### config.mk
export PLATFORM = sky130hd
export DESIGN_NAME = radio_pairing_controller_unit_flat
export DESIGN_NICKNAME = d
export VERILOG_FILES = /design/src/design/rpc_pkg.sv /design/src/design/rpc_if.sv /design/src/design/radio_pairing_controller_unit.sv /design/src/design/rpc_engine.sv /design/src/flat_wrapper.sv
export VERILOG_INCLUDE_DIRS = /design/src /design/src/design
export SDC_FILE = /design/constraint.sdc
export NUM_CORES = 1
export LEC_CHECK = 0
export BUFFER_PORTS_ARGS = -buffer_cell sky130_fd_sc_hd__buf_2
export CAP_MARGIN = 25
export CORE_UTILIZATION = 49
export DETAILED_ROUTE_END_ITERATION = 8
export GPL_TIMING_DRIVEN = 0
export PLACE_DENSITY = 0.69
export SLEW_MARGIN = 20
export SYNTH_ARGS = -nofsm -noshare
export SYNTH_HDL_FRONTEND = slang
export SYNTH_SLANG_ARGS = --single-unit
export TNS_END_PERCENT = 50
### constraint.sdc
create_clock -name clk -period 3.4 [get_ports clk]
set_input_delay 0.17 -clock clk [delete_from_list [all_inputs] [get_ports clk]]
set_output_delay 0.17 -clock clk [all_outputs]
set_load 0.1 [all_outputs]
### src/design/radio_pairing_controller_unit_macros.svh
// ----------------------------------------------------------------------------
// Radio pairing controller assertion macros
// Shared assertion forms, clocked on clk and held off while rst_n is low.
// ----------------------------------------------------------------------------
`ifndef RADIO_PAIRING_CONTROLLER_UNIT_MACROS_SVH
`define RADIO_PAIRING_CONTROLLER_UNIT_MACROS_SVH

// A condition that must hold at every clock edge out of reset.
`define RPC_ASSERT_ALWAYS(lbl, cond, msg) \
  lbl: assert property (@(posedge clk) disable iff (!rst_n) (cond)) else $error(msg);

// A trigger in one cycle that must be followed by a condition in the next.
`define RPC_ASSERT_NEXT(lbl, trig, cond, msg) \
  lbl: assert property (@(posedge clk) disable iff (!rst_n) (trig) |=> (cond)) \
    else $error(msg);

`endif

### src/design/rpc_pkg.sv
// ----------------------------------------------------------------------------
// Radio pairing controller package
// Constants, codes, the channel map and the item types shared by the block.
// ----------------------------------------------------------------------------
package rpc_pkg;

  localparam int NUM_CHANNELS = 16;
  localparam int DIAL_W       = 4;
  localparam int RADIO_W      = 5;
  localparam int COUNT_W      = 8;
  localparam int WINDOW_W     = 18;
  localparam int CFG_W        = 18;
  localparam int CFG_IDX_W    = 1;

  localparam logic [COUNT_W-1:0]  COUNT_MAX    = 8'hFF;
  localparam logic [COUNT_W-1:0]  THRESH_RST   = 8'd5;
  localparam logic [WINDOW_W-1:0] WINDOW_RST   = 18'd200000;

  // Dial channel to radio channel map.
  localparam logic [RADIO_W-1:0] CHAN_MAP [16] = '{
    5'd31, 5'd29, 5'd0,  5'd2,  5'd6,  5'd4,  5'd8,  5'd10,
    5'd14, 5'd12, 5'd17, 5'd19, 5'd23, 5'd21, 5'd25, 5'd27
  };

  typedef enum logic [2:0] {
    ACT_START    = 3'd0,
    ACT_STOP     = 3'd1,
    ACT_SET_CHAN = 3'd2,
    ACT_SYNC     = 3'd3,
    ACT_PACKET   = 3'd4,
    ACT_RX_FAIL  = 3'd5,
    ACT_CAL_FAIL = 3'd6,
    ACT_TICK     = 3'd7
  } action_t;

  typedef enum logic [2:0] {
    EV_NONE      = 3'd0,
    EV_STARTED   = 3'd1,
    EV_SUCCESS   = 3'd2,
    EV_CANCELLED = 3'd3,
    EV_PKT_ACC   = 3'd4,
    EV_ERROR     = 3'd5,
    EV_REJECTED  = 3'd6
  } event_t;

  typedef enum logic [1:0] {
    MODE_IDLE   = 2'd0,
    MODE_SCAN   = 2'd1,
    MODE_QUAL   = 2'd2,
    MODE_ACTIVE = 2'd3
  } mode_t;

  typedef enum logic [1:0] {
    PERR_NONE      = 2'd0,
    PERR_NO_PACKET = 2'd1,
    PERR_CAL       = 2'd2
  } perr_t;

  typedef enum logic [CFG_IDX_W-1:0] {
    CFG_THRESHOLD = 1'b0,
    CFG_WINDOW    = 1'b1
  } cfg_idx_t;

  typedef struct packed {
    action_t            action;
    logic [7:0]         dial_request;
    logic [RADIO_W-1:0] detected_channel;
    logic               packet_qualifies;
  } in_item_t;

  typedef struct packed {
    event_t             event_res;
    logic [DIAL_W-1:0]  reported_channel;
    logic               tune_valid;
    logic [RADIO_W-1:0] tune_channel;
    logic               hopping_on;
    logic               error_kind;
    mode_t              mode;
  } res_item_t;

endpackage

### src/design/rpc_if.sv
// ----------------------------------------------------------------------------
// Radio pairing controller channel interfaces
// Valid/ready channels for event items in and result items out.
// ----------------------------------------------------------------------------
interface rpc_in_if;
  logic       valid;
  logic       ready;
  logic [2:0] action;
  logic [7:0] dial_request;
  logic [4:0] detected_channel;
  logic       packet_qualifies;

  modport source (output valid, action, dial_request, detected_channel,
                  packet_qualifies, input ready);
  modport sink   (input valid, action, dial_request, detected_channel,
                  packet_qualifies, output ready);
endinterface

interface rpc_out_if;
  logic       valid;
  logic       ready;
  logic [2:0] event_res;
  logic [3:0] reported_channel;
  logic       tune_valid;
  logic [4:0] tune_channel;
  logic       hopping_on;
  logic       error_kind;
  logic [1:0] mode;

  modport source (output valid, event_res, reported_channel, tune_valid,
                  tune_channel, hopping_on, error_kind, mode, input ready);
  modport sink   (input valid, event_res, reported_channel, tune_valid,
                  tune_channel, hopping_on, error_kind, mode, output ready);
endinterface

### src/design/radio_pairing_controller_unit.sv
// ----------------------------------------------------------------------------
// Radio pairing controller unit
// Receiver pairing and channel controller, one result item per event item.
//
// Event items arrive on in_ch (valid/ready): start or stop pairing, set
// channel, sync detected, packet received, rx or calibration failure, tick.
// Every accepted item gives exactly one result item on out_ch, carrying the
// event report, a retune request, the hopping flag and the new mode.
// An accepted item is held in an input register; when it advances, the
// engine updates the pairing state and the result is captured in the output
// register, from which it is offered on out_ch until it is taken.
// Both stages advance together, so one item per cycle is sustained while
// the receiver keeps out_ch.ready high.
// When the receiver stalls, the output register holds its result and the
// input register fills behind it; in_ch.ready then drops until out_ch is
// taken. The user must write the threshold and window registers through the
// cfg_ port only while no item is in flight; the block does not enforce it.
// Reset (rst_n low at a clock edge) empties both stages, puts the block in
// idle and restores a threshold of five and a window of 200000 ticks.
// ----------------------------------------------------------------------------
`include "radio_pairing_controller_unit_macros.svh"

module radio_pairing_controller_unit
  import rpc_pkg::*;
(
  input  logic                 clk,
  input  logic                 rst_n,
  rpc_in_if.sink               in_ch,
  rpc_out_if.source            out_ch,
  input  logic                 cfg_wr_en,
  input  logic [CFG_IDX_W-1:0] cfg_index,
  input  logic [CFG_W-1:0]     cfg_wdata
);

  logic [COUNT_W-1:0]  thresh_r;
  logic [WINDOW_W-1:0] window_r;

  logic      s1_valid_r;
  in_item_t  s1_item_r;
  logic      out_valid_r;
  res_item_t out_res_r;
  res_item_t res;

  logic in_fire;
  logic s1_adv;

  // Configuration registers; the index is fully decoded by the enum.
  always_ff @(posedge clk) begin
    if (!rst_n) begin
      thresh_r <= THRESH_RST;
      window_r <= WINDOW_RST;
    end else if (cfg_wr_en) begin
      case (cfg_idx_t'(cfg_index))
        CFG_THRESHOLD: thresh_r <= cfg_wdata[COUNT_W-1:0];
        CFG_WINDOW:    window_r <= cfg_wdata[WINDOW_W-1:0];
        default: ;
      endcase
    end
  end

  // The input stage moves on whenever the output register is free or
  // is being emptied in this cycle.
  assign s1_adv      = s1_valid_r && (!out_valid_r || out_ch.ready);
  assign in_ch.ready = !s1_valid_r || s1_adv;
  assign in_fire     = in_ch.valid && in_ch.ready;

  always_ff @(posedge clk) begin
    if (!rst_n) begin
      s1_valid_r  <= 1'b0;
      out_valid_r <= 1'b0;
    end else begin
      if (in_ch.ready) begin
        s1_valid_r <= in_ch.valid;
      end
      if (!out_valid_r || out_ch.ready) begin
        out_valid_r <= s1_valid_r;
      end
    end
  end

  always_ff @(posedge clk) begin
    if (in_fire) begin
      s1_item_r.action           <= action_t'(in_ch.action);
      s1_item_r.dial_request     <= in_ch.dial_request;
      s1_item_r.detected_channel <= in_ch.detected_channel;
      s1_item_r.packet_qualifies <= in_ch.packet_qualifies;
    end
    if (s1_adv) begin
      out_res_r <= res;
    end
  end

  rpc_engine u_engine (
    .clk       (clk),
    .rst_n     (rst_n),
    .step_en   (s1_adv),
    .item      (s1_item_r),
    .threshold (thresh_r),
    .window    (window_r),
    .res       (res)
  );

  assign out_ch.valid            = out_valid_r;
  assign out_ch.event_res        = out_res_r.event_res;
  assign out_ch.reported_channel = out_res_r.reported_channel;
  assign out_ch.tune_valid       = out_res_r.tune_valid;
  assign out_ch.tune_channel     = out_res_r.tune_channel;
  assign out_ch.hopping_on       = out_res_r.hopping_on;
  assign out_ch.error_kind       = out_res_r.error_kind;
  assign out_ch.mode             = out_res_r.mode;

  `RPC_ASSERT_NEXT(a_accept_fills, in_fire, s1_valid_r, "accepted item not held in input stage")
  `RPC_ASSERT_NEXT(a_adv_fills_out, s1_adv, out_valid_r, "advanced item not held in output stage")
  `RPC_ASSERT_NEXT(a_cfg_thresh, cfg_wr_en && cfg_index == CFG_THRESHOLD, thresh_r == $past(cfg_wdata[COUNT_W-1:0]), "threshold write lost")

endmodule

### src/design/rpc_engine.sv
// ----------------------------------------------------------------------------
// Radio pairing controller engine
// Holds the pairing state and works out one result item per step.
// ----------------------------------------------------------------------------
`include "radio_pairing_controller_unit_macros.svh"

module rpc_engine
  import rpc_pkg::*;
(
  input  logic                clk,
  input  logic                rst_n,
  input  logic                step_en,
  input  in_item_t            item,
  input  logic [COUNT_W-1:0]  threshold,
  input  logic [WINDOW_W-1:0] window,
  output res_item_t           res
);

  mode_t               mode_r,   mode_nxt;
  logic [DIAL_W-1:0]   dial_r,   dial_nxt;
  logic [RADIO_W-1:0]  cand_r,   cand_nxt;
  logic [COUNT_W-1:0]  count_r,  count_nxt;
  logic [WINDOW_W-1:0] window_r, window_nxt;
  perr_t               perr_r,   perr_nxt;

  logic [COUNT_W-1:0]  count_inc;
  logic                hit;
  logic [DIAL_W-1:0]   hit_idx;

  assign count_inc = (item.packet_qualifies && count_r != COUNT_MAX) ?
                     count_r + COUNT_W'(1) : count_r;

  // Reverse lookup of the candidate in the channel map, lowest entry first.
  always_comb begin
    hit     = 1'b0;
    hit_idx = '0;
    for (int i = NUM_CHANNELS - 1; i >= 0; i--) begin
      if (CHAN_MAP[i] == cand_r) begin
        hit     = 1'b1;
        hit_idx = DIAL_W'(i);
      end
    end
  end

  always_comb begin
    mode_nxt   = mode_r;
    dial_nxt   = dial_r;
    cand_nxt   = cand_r;
    count_nxt  = count_r;
    window_nxt = window_r;
    perr_nxt   = perr_r;
    res        = '0;
    res.event_res = EV_NONE;
    case (item.action)
      ACT_START: begin
        mode_nxt         = MODE_SCAN;
        res.tune_valid   = 1'b1;
        res.tune_channel = CHAN_MAP[0];
        res.event_res    = EV_STARTED;
      end
      ACT_STOP: begin
        mode_nxt             = MODE_ACTIVE;
        res.tune_valid       = 1'b1;
        res.tune_channel     = CHAN_MAP[dial_r];
        res.event_res        = EV_CANCELLED;
        res.reported_channel = dial_r;
      end
      ACT_SET_CHAN: begin
        if (item.dial_request >= 8'(NUM_CHANNELS)) begin
          res.event_res = EV_REJECTED;
        end else begin
          dial_nxt         = item.dial_request[DIAL_W-1:0];
          mode_nxt         = MODE_ACTIVE;
          res.tune_valid   = 1'b1;
          res.tune_channel = CHAN_MAP[item.dial_request[DIAL_W-1:0]];
        end
      end
      ACT_SYNC: begin
        if (mode_r == MODE_SCAN) begin
          cand_nxt         = item.detected_channel;
          count_nxt        = '0;
          window_nxt       = window;
          mode_nxt         = MODE_QUAL;
          res.tune_valid   = 1'b1;
          res.tune_channel = item.detected_channel;
        end
      end
      ACT_PACKET: begin
        if (mode_r == MODE_QUAL) begin
          count_nxt = count_inc;
          if (count_inc >= threshold && hit) begin
            dial_nxt             = hit_idx;
            mode_nxt             = MODE_ACTIVE;
            res.tune_valid       = 1'b1;
            res.tune_channel     = CHAN_MAP[hit_idx];
            res.event_res        = EV_SUCCESS;
            res.reported_channel = hit_idx;
          end
        end else if (mode_r == MODE_ACTIVE) begin
          res.event_res = EV_PKT_ACC;
        end
      end
      ACT_RX_FAIL:  perr_nxt = PERR_NO_PACKET;
      ACT_CAL_FAIL: perr_nxt = PERR_CAL;
      ACT_TICK: begin
        if (mode_r == MODE_QUAL) begin
          if (window_r == '0) begin
            mode_nxt         = MODE_SCAN;
            res.tune_valid   = 1'b1;
            res.tune_channel = CHAN_MAP[0];
          end else begin
            window_nxt = window_r - WINDOW_W'(1);
          end
        end else if (mode_r == MODE_ACTIVE && perr_r != PERR_NONE) begin
          res.event_res  = EV_ERROR;
          res.error_kind = (perr_r == PERR_CAL);
          perr_nxt       = PERR_NONE;
        end
      end
      default: ;
    endcase
    res.mode       = mode_nxt;
    res.hopping_on = (mode_nxt == MODE_SCAN);
  end

  always_ff @(posedge clk) begin
    if (!rst_n) begin
      mode_r   <= MODE_IDLE;
      dial_r   <= '0;
      cand_r   <= '0;
      count_r  <= '0;
      window_r <= '0;
      perr_r   <= PERR_NONE;
    end else if (step_en) begin
      mode_r   <= mode_nxt;
      dial_r   <= dial_nxt;
      cand_r   <= cand_nxt;
      count_r  <= count_nxt;
      window_r <= window_nxt;
      perr_r   <= perr_nxt;
    end
  end

  `RPC_ASSERT_ALWAYS(a_dial_in_range, {1'b0, dial_r} < 5'(NUM_CHANNELS), "dial channel out of range")
  `RPC_ASSERT_NEXT(a_start_scans, step_en && item.action == ACT_START, mode_r == MODE_SCAN, "start did not enter scanning")
  `RPC_ASSERT_NEXT(a_error_clears, step_en && res.event_res == EV_ERROR, perr_r == PERR_NONE, "reported error still latched")

endmodule

### src/flat_wrapper.sv
// flat-port wrapper written by rule: the top's interface ports become plain ports
module radio_pairing_controller_unit_flat import rpc_pkg::*;
  (clk, rst_n, cfg_wr_en, cfg_index, cfg_wdata, in_ch_valid, in_ch_action, in_ch_dial_request, in_ch_detected_channel, in_ch_packet_qualifies, in_ch_ready, out_ch_valid, out_ch_event_res, out_ch_reported_channel, out_ch_tune_valid, out_ch_tune_channel, out_ch_hopping_on, out_ch_error_kind, out_ch_mode, out_ch_ready);
  rpc_in_if in_ch_i ();
  rpc_out_if out_ch_i ();
  input  logic clk;
  input  logic rst_n;
  input  logic cfg_wr_en;
  input  logic [CFG_IDX_W-1:0] cfg_index;
  input  logic [CFG_W-1:0] cfg_wdata;
  input wire logic [$bits(in_ch_i.valid)-1:0] in_ch_valid;
  input wire logic [$bits(in_ch_i.action)-1:0] in_ch_action;
  input wire logic [$bits(in_ch_i.dial_request)-1:0] in_ch_dial_request;
  input wire logic [$bits(in_ch_i.detected_channel)-1:0] in_ch_detected_channel;
  input wire logic [$bits(in_ch_i.packet_qualifies)-1:0] in_ch_packet_qualifies;
  output wire logic [$bits(in_ch_i.ready)-1:0] in_ch_ready;
  output wire logic [$bits(out_ch_i.valid)-1:0] out_ch_valid;
  output wire logic [$bits(out_ch_i.event_res)-1:0] out_ch_event_res;
  output wire logic [$bits(out_ch_i.reported_channel)-1:0] out_ch_reported_channel;
  output wire logic [$bits(out_ch_i.tune_valid)-1:0] out_ch_tune_valid;
  output wire logic [$bits(out_ch_i.tune_channel)-1:0] out_ch_tune_channel;
  output wire logic [$bits(out_ch_i.hopping_on)-1:0] out_ch_hopping_on;
  output wire logic [$bits(out_ch_i.error_kind)-1:0] out_ch_error_kind;
  output wire logic [$bits(out_ch_i.mode)-1:0] out_ch_mode;
  input wire logic [$bits(out_ch_i.ready)-1:0] out_ch_ready;
  assign in_ch_i.valid = in_ch_valid;
  assign in_ch_i.action = in_ch_action;
  assign in_ch_i.dial_request = in_ch_dial_request;
  assign in_ch_i.detected_channel = in_ch_detected_channel;
  assign in_ch_i.packet_qualifies = in_ch_packet_qualifies;
  assign in_ch_ready = in_ch_i.ready;
  assign out_ch_valid = out_ch_i.valid;
  assign out_ch_event_res = out_ch_i.event_res;
  assign out_ch_reported_channel = out_ch_i.reported_channel;
  assign out_ch_tune_valid = out_ch_i.tune_valid;
  assign out_ch_tune_channel = out_ch_i.tune_channel;
  assign out_ch_hopping_on = out_ch_i.hopping_on;
  assign out_ch_error_kind = out_ch_i.error_kind;
  assign out_ch_mode = out_ch_i.mode;
  assign out_ch_i.ready = out_ch_ready;
  radio_pairing_controller_unit u_core (.clk(clk), .rst_n(rst_n), .in_ch(in_ch_i), .out_ch(out_ch_i), .cfg_wr_en(cfg_wr_en), .cfg_index(cfg_index), .cfg_wdata(cfg_wdata));
endmodule
## After elaboration in Yosys (flattened, before gate mapping)

Memories as Yosys holds them, arrays and structs flattened.
Index checks and enable logic that the tools add are counted.

- Input port bits: 41
- Output and inout port bits: 19
- Logic and storage cells: 172
- Bits in registers: 101
- Bits in read-only memories: 240
- Memories kept: 3

- Reduce and logical (&&, ||, !) cells: 25
- Bitwise gates (word level): 6
- Add/subtract/negate cells: 2
- $lt $le $gt $ge: 5
- Eq/ne operators: 36
- Muxes and demuxes: 74

Memory list:

| name | words | bits a word | read ports | clocked after memory_dff | write ports | RTL line | RTL |
|---|---|---|---|---|---|---|---|
| (no name shown) | 16 | 5 | 1 | 0 | 0 | rpc_engine.sv:95 | `res.tune_channel = CHAN_MAP[hit_idx];` |
| (no name shown) | 16 | 5 | 1 | 0 | 0 | rpc_engine.sv:75 | `res.tune_channel = CHAN_MAP[item.dial_request[DIAL_W-1:0]];` |
| (no name shown) | 16 | 5 | 1 | 0 | 0 | rpc_engine.sv:64 | `res.tune_channel = CHAN_MAP[dial_r];` |

Operator list:

| cell | count |
|---|---|
| 4-bit two-way mux | 19 |
| 18-bit two-way mux | 3 |
| 5-bit equality test, first input constant | 8 |
| 18-bit case mux with 2 select lines | 1 |
| 6-bit case mux with 6 select lines | 1 |
| 5-bit two-way mux | 6 |
| 6-bit two-way mux | 4 |
| 8-bit two-way mux | 3 |
| 4-bit by 5-bit equality test with 1-bit output, first input constant | 4 |
| 18-bit logical NOT | 1 |
| 18-bit by 1-bit subtractor with 18-bit output, second input constant | 1 |
| 1-bit two-way mux | 16 |
| 2-bit two-way mux | 8 |
| 2-bit != test, second input constant | 8 |
| 4-bit case mux with 2 select lines | 2 |
| 8-bit case mux with 2 select lines | 1 |
| 5-bit >= comparator, second input constant | 3 |
| 3-bit two-way mux | 5 |
| 4-bit NOT with 5-bit output | 3 |
| 3-bit case mux with 5 select lines | 1 |
| 3-bit equality test, second input constant | 4 |
| 12-bit two-way mux | 1 |
| 2-bit case mux with 6 select lines | 1 |
| 3-bit by 5-bit equality test with 1-bit output, first input constant | 2 |
| other kinds (24) | 42 |

## Depth between registers and ports, before layout

Gate-level depths: netlist of the first run.

- Word-level depth: 24
- Gate-level depth with buffers: 11
- Depth with buffers taken out: 11

## By module

A second synthesis of the first run with hierarchy kept.

- Cells, all modules: 618
- Area total of the unflattened synthesis: 5424.0 sq um

Modules (own cells, without submodules):

| module | area an instance (sq um) | cells an instance | seq. area each (sq um) | times used |
|---|---|---|---|---|
| rpc_engine | 3235.6 | 461 | 780.7 | 1 |
| radio_pairing_controller_unit | 2188.3 | 157 | 1581.5 | 1 |

## Worst setup path after synthesis of the first run

Ideal clock, no wire load.

- Path type: flip-flop to flip-flop
- Start point: register u_core.u_engine.count_r[0]
- End point: register u_core.u_engine.dial_r[0]
- Required time: 3.328 ns
- Buffers on the path: 0
- Period minus slack after synthesis: 2.872 ns
- Stages on the path, launching flop included: 11
- Arrival: 2.799 ns
- Setup time: 0.072 ns
- Slack: 0.528 ns
- Cell sequence: dfxtp_1 > ha_1 > and3_1 > nand2_1 > nand2_1 > mux2_2 > ha_1 > a2111oi_0 > o41ai_2 > o21ai_1 > mux2i_1

- Longest elaborated chain between the ends: 7
- Elaborated cells on any way between the ends: 8
- Those cells by class: add/sub (1); order compare (1); eq/ne (2); mux (1); reduce/logical (3)

RTL lines:

| what | RTL line | RTL |
|---|---|---|
| start, declared | rpc_engine.sv:22 | `logic [COUNT_W-1:0] count_r, count_nxt;` |
| start signal, assigned | rpc_engine.sv:138 | `count_r <= count_nxt;` |
| branches (longest 2 deep; another with 8-bit by 1-bit adder with 8-bit output) | -- |  |
| 8-bit two-way mux * | rpc_engine.sv:30 | `assign count_inc = (item.packet_qualifies && count_r != COUNT_MAX) ?` |
| 8-bit >= comparator * | rpc_engine.sv:91 | `if (count_inc >= threshold && hit) begin` |
| 1-bit logical AND * | rpc_engine.sv:91 |  |
| 2-bit != test (no line) * | -- |  |
| 5-bit AND reduction (no line) * | -- |  |
| end signal, assigned | rpc_engine.sv:136 | `dial_r <= dial_nxt;` |
| end, declared | rpc_engine.sv:20 | `logic [DIAL_W-1:0] dial_r, dial_nxt;` |

Every way passes the cells marked *.
A chain may end at the register's enable or synchronous reset.

==> flow_summary.ini, run 1 <==
[outcome]
outcome = complete, no violations

[route]
wl_met2_um = 6380
drt_iter0_drc = 249
dr.pass1.iters = 7
dr_wl_met3_um = 787
wl_met1_um = 5990
drt-total-wl_um = 13600
detail-route-antenna-nets = 0
drc = 0
vias = 4776
vias_per_cell = 5.70
wire_per_inst_um = 16.2
top_layer_used = met4

[timing]
final-max-slew-violation-count = 0
fin_ws_ns = 0.230
finClkSkew_ns = 0.0187
finalSetupViolations = 0
min_period_ns = 3.17
max-slew-margin-rel_pct = 39.4
rsz0062_at_grt = yes
hold_slack_ns = 0.00414
worst_pin_slew_ns = 0.909
period_share_pct = 93.2
hold_violations = 0
fmax_ghz = 0.315

[die]
coreArea_um2 = 10400
die_w_um = 106
dieArea_um2 = 11200
die_y_um = 106
io_pins = 60
row_count = 37
start_util_pct = 50.8

[synthesis]
syn_area_per_cell_um2 = 8.76
yosys.cell_types.count = 73
ys.flop_type = dfxtp_1
synth.top_cell.area_share_pct = 25.3
syn_nets = 665
synth_edf_count = 34
synth_top_cell_by_area = dfxtp_1
yosysSeqAreaShare_pct = 44.6
ys_top_cells_by_area = dfxtp_1 25%, edfxtp_1 19%, nand2_1 8.1%
async_flop_share_pct = 0
ys_warn_count = 0
netlist_area_um2 = 5290
ys_ff_latch = 101
syn_inst = 604

[placement]
dpl.cell_count = 798
gp_congestion = 0.899
detailed_place_hpwl_um = 9790
io_buffers = 58
dp_slack_ns = -0.187

[cells_and_area]
area_growth_pct = 18.4
fin_util_pct = 60.1
num-fill-cells = 946
nNetsFinal = 758
num_antenna_cells = 0
stdcell_count = 838
drive_gt1_share_pct = 14.5

[worst_setup_path]
worst-setup-path-type = flip-flop to flip-flop
worst_ep_arrival_time_ns = 3.31
critPathSlowestCell = dfxtp_1
cp_top_family = compound AO/OA/AOI/OAI gates
path_buf_inv = 1
cp_data_required_time_ns = 3.54
cp_max_fo = 6
end_kind = flip-flop
crit_chain = ha_1 > and3_1 > nand2_1 > nand2_1 > xor2_1 > ha_1 > nand2b_1 > a2111oi_4 > o41ai_4 > buf_4 > a31oi_1 > a21boi_0
start_kind = flip-flop
slowest_delay_ns = 0.42

[pwr]
clock_power_share_pct = 34.3
switching_share_pct = 27.7
leakage_uw = 0.00256
power.density_nw_per_um2 = 400
combPwrFrac_pct = 13.3
pwr-share-seq_pct = 52.4
p_sw_uw = 694
ir_worst_vdd_v = 0.000212
p_int_uw = 1810

[clock_tree]
cts_tree = built
clk_pin_slew_worst_paths_ns = 0.10
worstSkewPairLatency_ns = 0.40
cts.root.buffer_cell = clkbuf_8
clockBufferDepth = 2
clock-sinks = 101
cts_buffers = 9
cts_htree_levels = 3

[global_route]
grt_max_degree = 27
grt_usage_pct = 25.0
grt_pass1_wl_um = 21800
overflow = 0
grt_pass1_vias = 4518
grt_antenna_before_repair = 0

[flow_run]
max_cap_viol_count = 0

[hold_path]
hold_class = primary input to flip-flop
[synth_stat cells (3+ instances only)]
cell	number
a21boi_0	3
a21o_1	5
a21oi_1	59
a22o_1	4
a22oi_1	4
and2_1	3
and3_1	7
buf_6	4
clkbuf_1	28
dfxtp_1	67
edfxtp_1	34
ha_1	20
inv_1	25
mux2i_1	7
nand2_1	114
nand2b_1	10
nand3_1	31
nor2_1	27
nor2b_1	7
nor3_1	8
nor3b_1	3
nor4_1	4
o211ai_1	3
o21a_1	8
o21ai_0	18
o21ai_1	7
o21bai_1	4
o22ai_1	4
o31ai_1	7
o32ai_1	6
or2_2	3
or3_1	7
xnor2_1	4
xor2_1	6
[cells in the final DEF (no fill, tap or decap), types with 24 or more instances in the layout]
| cell | n |
|---|---|
| a21oi_1 | 59 |
| buf_2 | 59 |
| clkbuf_1 | 26 |
| dfxtp_1 | 67 |
| dlygate4sd3_1 | 24 |
| edfxtp_1 | 34 |
| inv_1 | 25 |
| nand2_1 | 114 |
| nand3_1 | 31 |
| nor2_1 | 27 |
[flip-flops by register name (all words and copies together), names as in the netlist]
signal / cells
u_core.u_engine.cand_r: 5
u_core.out_ch.hopping_on: 1
u_core.out_ch.error_kind: 1
u_core.thresh_r: 8
u_core.out_ch.tune_valid: 1
u_core.out_ch.valid: 1
u_core.u_engine.perr_r: 2
u_core.out_ch.tune_channel: 5
u_core.u_engine.mode_r: 2
u_core.s1_valid_r: 1
u_core.out_ch.event_res: 3
u_core.u_engine.window_r: 18
u_core.u_engine.dial_r: 4
u_core.u_engine.count_r: 8
u_core.s1_item_r: 17
u_core.window_r: 18
u_core.out_ch.mode: 2
u_core.out_ch.reported_channel: 4
[path summary, 6_finish.rpt]
path                            slack, ns  depth (start not counted)                  startpoint               endpoint
worst max register to register       0.23                         12  u_core.u_engine.count_r[0]  u_core.out_ch.mode[0]
worst min-delay path                0.004                          3               cfg_wdata[15]    u_core.window_r[15]
worst min register to register       0.46                          2          u_core.thresh_r[6]     u_core.thresh_r[6]
worst max-delay path                 0.23                         12  u_core.u_engine.count_r[0]  u_core.out_ch.mode[0]
[final cells by class]
cell class	instances	area (um2)	area share [%]
clock inverters	5	62.6	0.999
clock buffers	11	163	2.60
flip-flops and latches	101	2360	37.7
multi-input cells	440	2690	42.9
well taps	136	170	2.72
repair buffers	83	538	8.59
inverters	26	97.6	1.56
plain buffers	36	183	2.92
[per-stage QoR]
step           TNS [ns]  cell area, um2  total power, uW
2_1_floorplan         0            5290             1550
4_1_cts               0            6230             2510
5_1_grt         -0.0177            6260             2590
3_5_place_dp     -0.373            5750             1640
3_3_place_gp     -0.325            5750             1630
6_report              0            6260             2500
[layer usage]
metal,vias to the layer above,track usage (%)
met5,-,0
met4,0,12.9
met1,2221,31.9
met3,39,4.41
li1,2334,-
met2,182,40.8
[kinds of logic (layout without fill, tap and decap cells)]
logic type,count (synthesis),count (layout),synth area share (%)
buffers and inverters,63,161,5.34
DFF,101,101,44.6
AOI/OAI and AO/OA,157,157,19.2
xor gates and xnor gates,10,10,1.65
and+or+nand+nor,244,244,22.7
adders and majority gates,20,20,4.73
muxes,9,9,1.75
[power groups by stage]
stage	Sequential, uW	Clock [uW]	Combinational [uW]
after floorplan	1410	0	144
after global placement	1340	0	296
after detailed placement	1340	0	302
after CTS	1310	868	326
after global routing	1320	908	362
final	1310	858	333
[worst min-delay path, cell delays in order]
cell and delay (ns):
buf_2 0.10, nand2_1 0.04, a21oi_1 0.05
[timing repair]
item                       4_1_cts  5_1_grt
resized for setup                0        6
setup endpoints to repair        7       13
gates cloned                     0        0
setup buffers                    1        0
hold endpoints to repair        24        0
pin swaps                        1        1
hold buffers                    24        0
(Power assumes the default switching activity.)
==> inputs of run 2 (changes only) <==
--- a/config.mk
+++ b/config.mk
@@ -6,12 +6,11 @@
 export SDC_FILE = /design/constraint.sdc
 export NUM_CORES = 1
 export LEC_CHECK = 0
-export BUFFER_PORTS_ARGS = -buffer_cell sky130_fd_sc_hd__buf_2
 export CAP_MARGIN = 25
 export CORE_UTILIZATION = 49
 export DETAILED_ROUTE_END_ITERATION = 8
+export DONT_BUFFER_PORTS = 1
 export GPL_TIMING_DRIVEN = 0
-export PLACE_DENSITY = 0.69
 export SLEW_MARGIN = 20
 export SYNTH_ARGS = -nofsm -noshare
 export SYNTH_HDL_FRONTEND = slang
==> constraint.sdc (replaced) <==
create_clock -name clk -period 3.58 [get_ports clk]
set_input_delay 0.179 -clock clk [delete_from_list [all_inputs] [get_ports clk]]
set_output_delay 0.179 -clock clk [all_outputs]
set_load 0.1 [all_outputs]
==> run 2 against run 1 <==
Net effect:
- clock power shrank 1%
- critical endpoint is now u_core.out_ch.reported_channel[0]
- via count decreased by 3.3%
- sequential share of layout area rose by 1.2 points
- sequential power is essentially flat
- maximum frequency fell by 2.6%
- worst setup slack improved by 0.094 ns
- clock-buffer cell count decreased by 1
- first-iteration DRC count is 37% higher
- combinational power is 34% lower
==> flow_summary.ini, run 2 (same netlist as run 1, synthesis figures left out) <==
[timing]
period_share_pct = 90.9
worst_pin_slew_ns = 0.981
rsz0062_at_grt = no
fin_ws_ns = 0.324
final-max-slew-violation-count = 0
min_period_ns = 3.26
finalSetupViolations = 0
hold_violations = 0
max-slew-margin-rel_pct = 34.5
fmax_ghz = 0.307
finClkSkew_ns = 0.0137

[cells_and_area]
layout_commonest_cell = nand2_1
area_growth_pct = 14.8
nNetsFinal = 713
drive_gt1_share_pct = 6.54
final_cell_mix = 114 x nand2_1, 67 x dfxtp_1, 59 x a21oi_1
num_antenna_cells = 0
largestRegisters = u_core.u_engine.window_r (18), u_core.window_r (18), u_core.s1_item_r (17)

[global_route]
grt.busiest_layer = met2
overflow = 0
use_met1_pct = 31.1
grt_pass1_vias = 4453
grt_max_degree = 27
grtUsageMet2_pct = 43.3
grt_pass1_wl_um = 21900
grt_usage_pct = 25.2
grt_antenna_before_repair = 0
use_met3_pct = 6.32

[pwr]
power.density_nw_per_um2 = 393
power.total_uw = 2390
ir_worst_vdd_v = 0.000414
leakage_uw = 0.00238

[placement]
io_buffers = 0
gp_congestion = 0.869
detailed_place_hpwl_um = 9590
dp_slack_ns = -0.125

[route]
vias_per_cell = 5.82
dr.pass1.iters = 5
drt-total-wl_um = 13400
drc = 0
vias = 4617
wire_per_inst_um = 16.9
detail-route-antenna-nets = 0
drt_iter0_drc = 340

[worst_setup_path]
cp_data_required_time_ns = 3.78
start_kind = flip-flop
worst_ep_arrival_time_ns = 3.45
end_kind = flip-flop
cp_max_fo = 8
worst-setup-path-type = flip-flop to flip-flop

[die]
die_y_um = 106
die_w_um = 106
start_util_pct = 50.8
io_pins = 60
row_count = 37
dieArea_um2 = 11200
coreArea_um2 = 10400

[clock_tree]
clockBufferDepth = 2
clk_pin_slew_worst_paths_ns = 0.10
clock-sinks = 101
cts_htree_levels = 3
cts_tree = built
cts.root.buffer_cell = clkbuf_8
cts_buffers = 9
worstSkewPairLatency_ns = 0.39

[hold_path]
hold_class = primary input to flip-flop

[outcome]
outcome = complete, no violations

[flow_run]
max_cap_viol_count = 0
## run 2: area by class of cell
class,instances,area (um2)
clock inverter,6,88.8
multi-input combinational,440,2650
fill,955,4340
sequential,101,2360
timing repair buffer,37,368
inverter,26,97.6
buffer,37,186
tap,136,170
clock buffer,10,149
## run 2: critical path, cell delays in order (launching register included)
cell and delay, ns:
dfxtp_1 0.32, clkbuf_1 0.27, and4_1 0.27, nand2_1 0.12, nand2_1 0.17, mux2_2 0.37, ha_1 0.29, a2111oi_1 0.08
o41ai_2 0.50, nand2_1 0.34, o31ai_1 0.33
## run 2: where the power goes
part | switching [uW] | internal [uW]
clock network | 409 | 439
registers | 92.9 | 1230
logic | 134 | 86.2
total | 636 | 1750
## run 2: final timing paths
path              depth (start not counted)  slack (ns)                           endpoint                       start
setup / recovery                         10        0.32  u_core.out_ch.reported_channel[0]  u_core.u_engine.count_r[3]
hold / removal                            2        0.05                u_core.out_ch.valid                out_ch_ready
setup reg to reg                         10        0.32  u_core.out_ch.reported_channel[0]  u_core.u_engine.count_r[3]
hold reg to reg                           2        0.46                 u_core.thresh_r[5]          u_core.thresh_r[5]
## run 2: layer usage
metal | vias up | routed length [um]
li1 | 2248 | -
met1 | 2193 | 5990
met2 | 155 | 6430
met3 | 21 | 720
met4 | 0 | 245
met5 | - | 0
## run 2: through the flow
stage	TNS, ns	util [%]	cell area (um2)	cells	hold slack, ns
floorplan	0	-	5290	604	0.278
finish	0	58.3	6070	793	0.0473
global placement	-0.112	52.4	5460	740	0.278
global route	0	58.3	6070	793	0.0588
detailed placement	-0.165	52.5	5460	740	0.278
CTS	0	58.3	6070	793	0.0296
## run 2: repair_timing
item / in CTS / in global routing
pin swaps: 1 / 0
setup buffers: 1 / 0
endpoints found under the hold margin: 44 / 0
resized for setup: 0 / 2
endpoints found under the setup margin: 5 / 5
hold buffers: 36 / 0
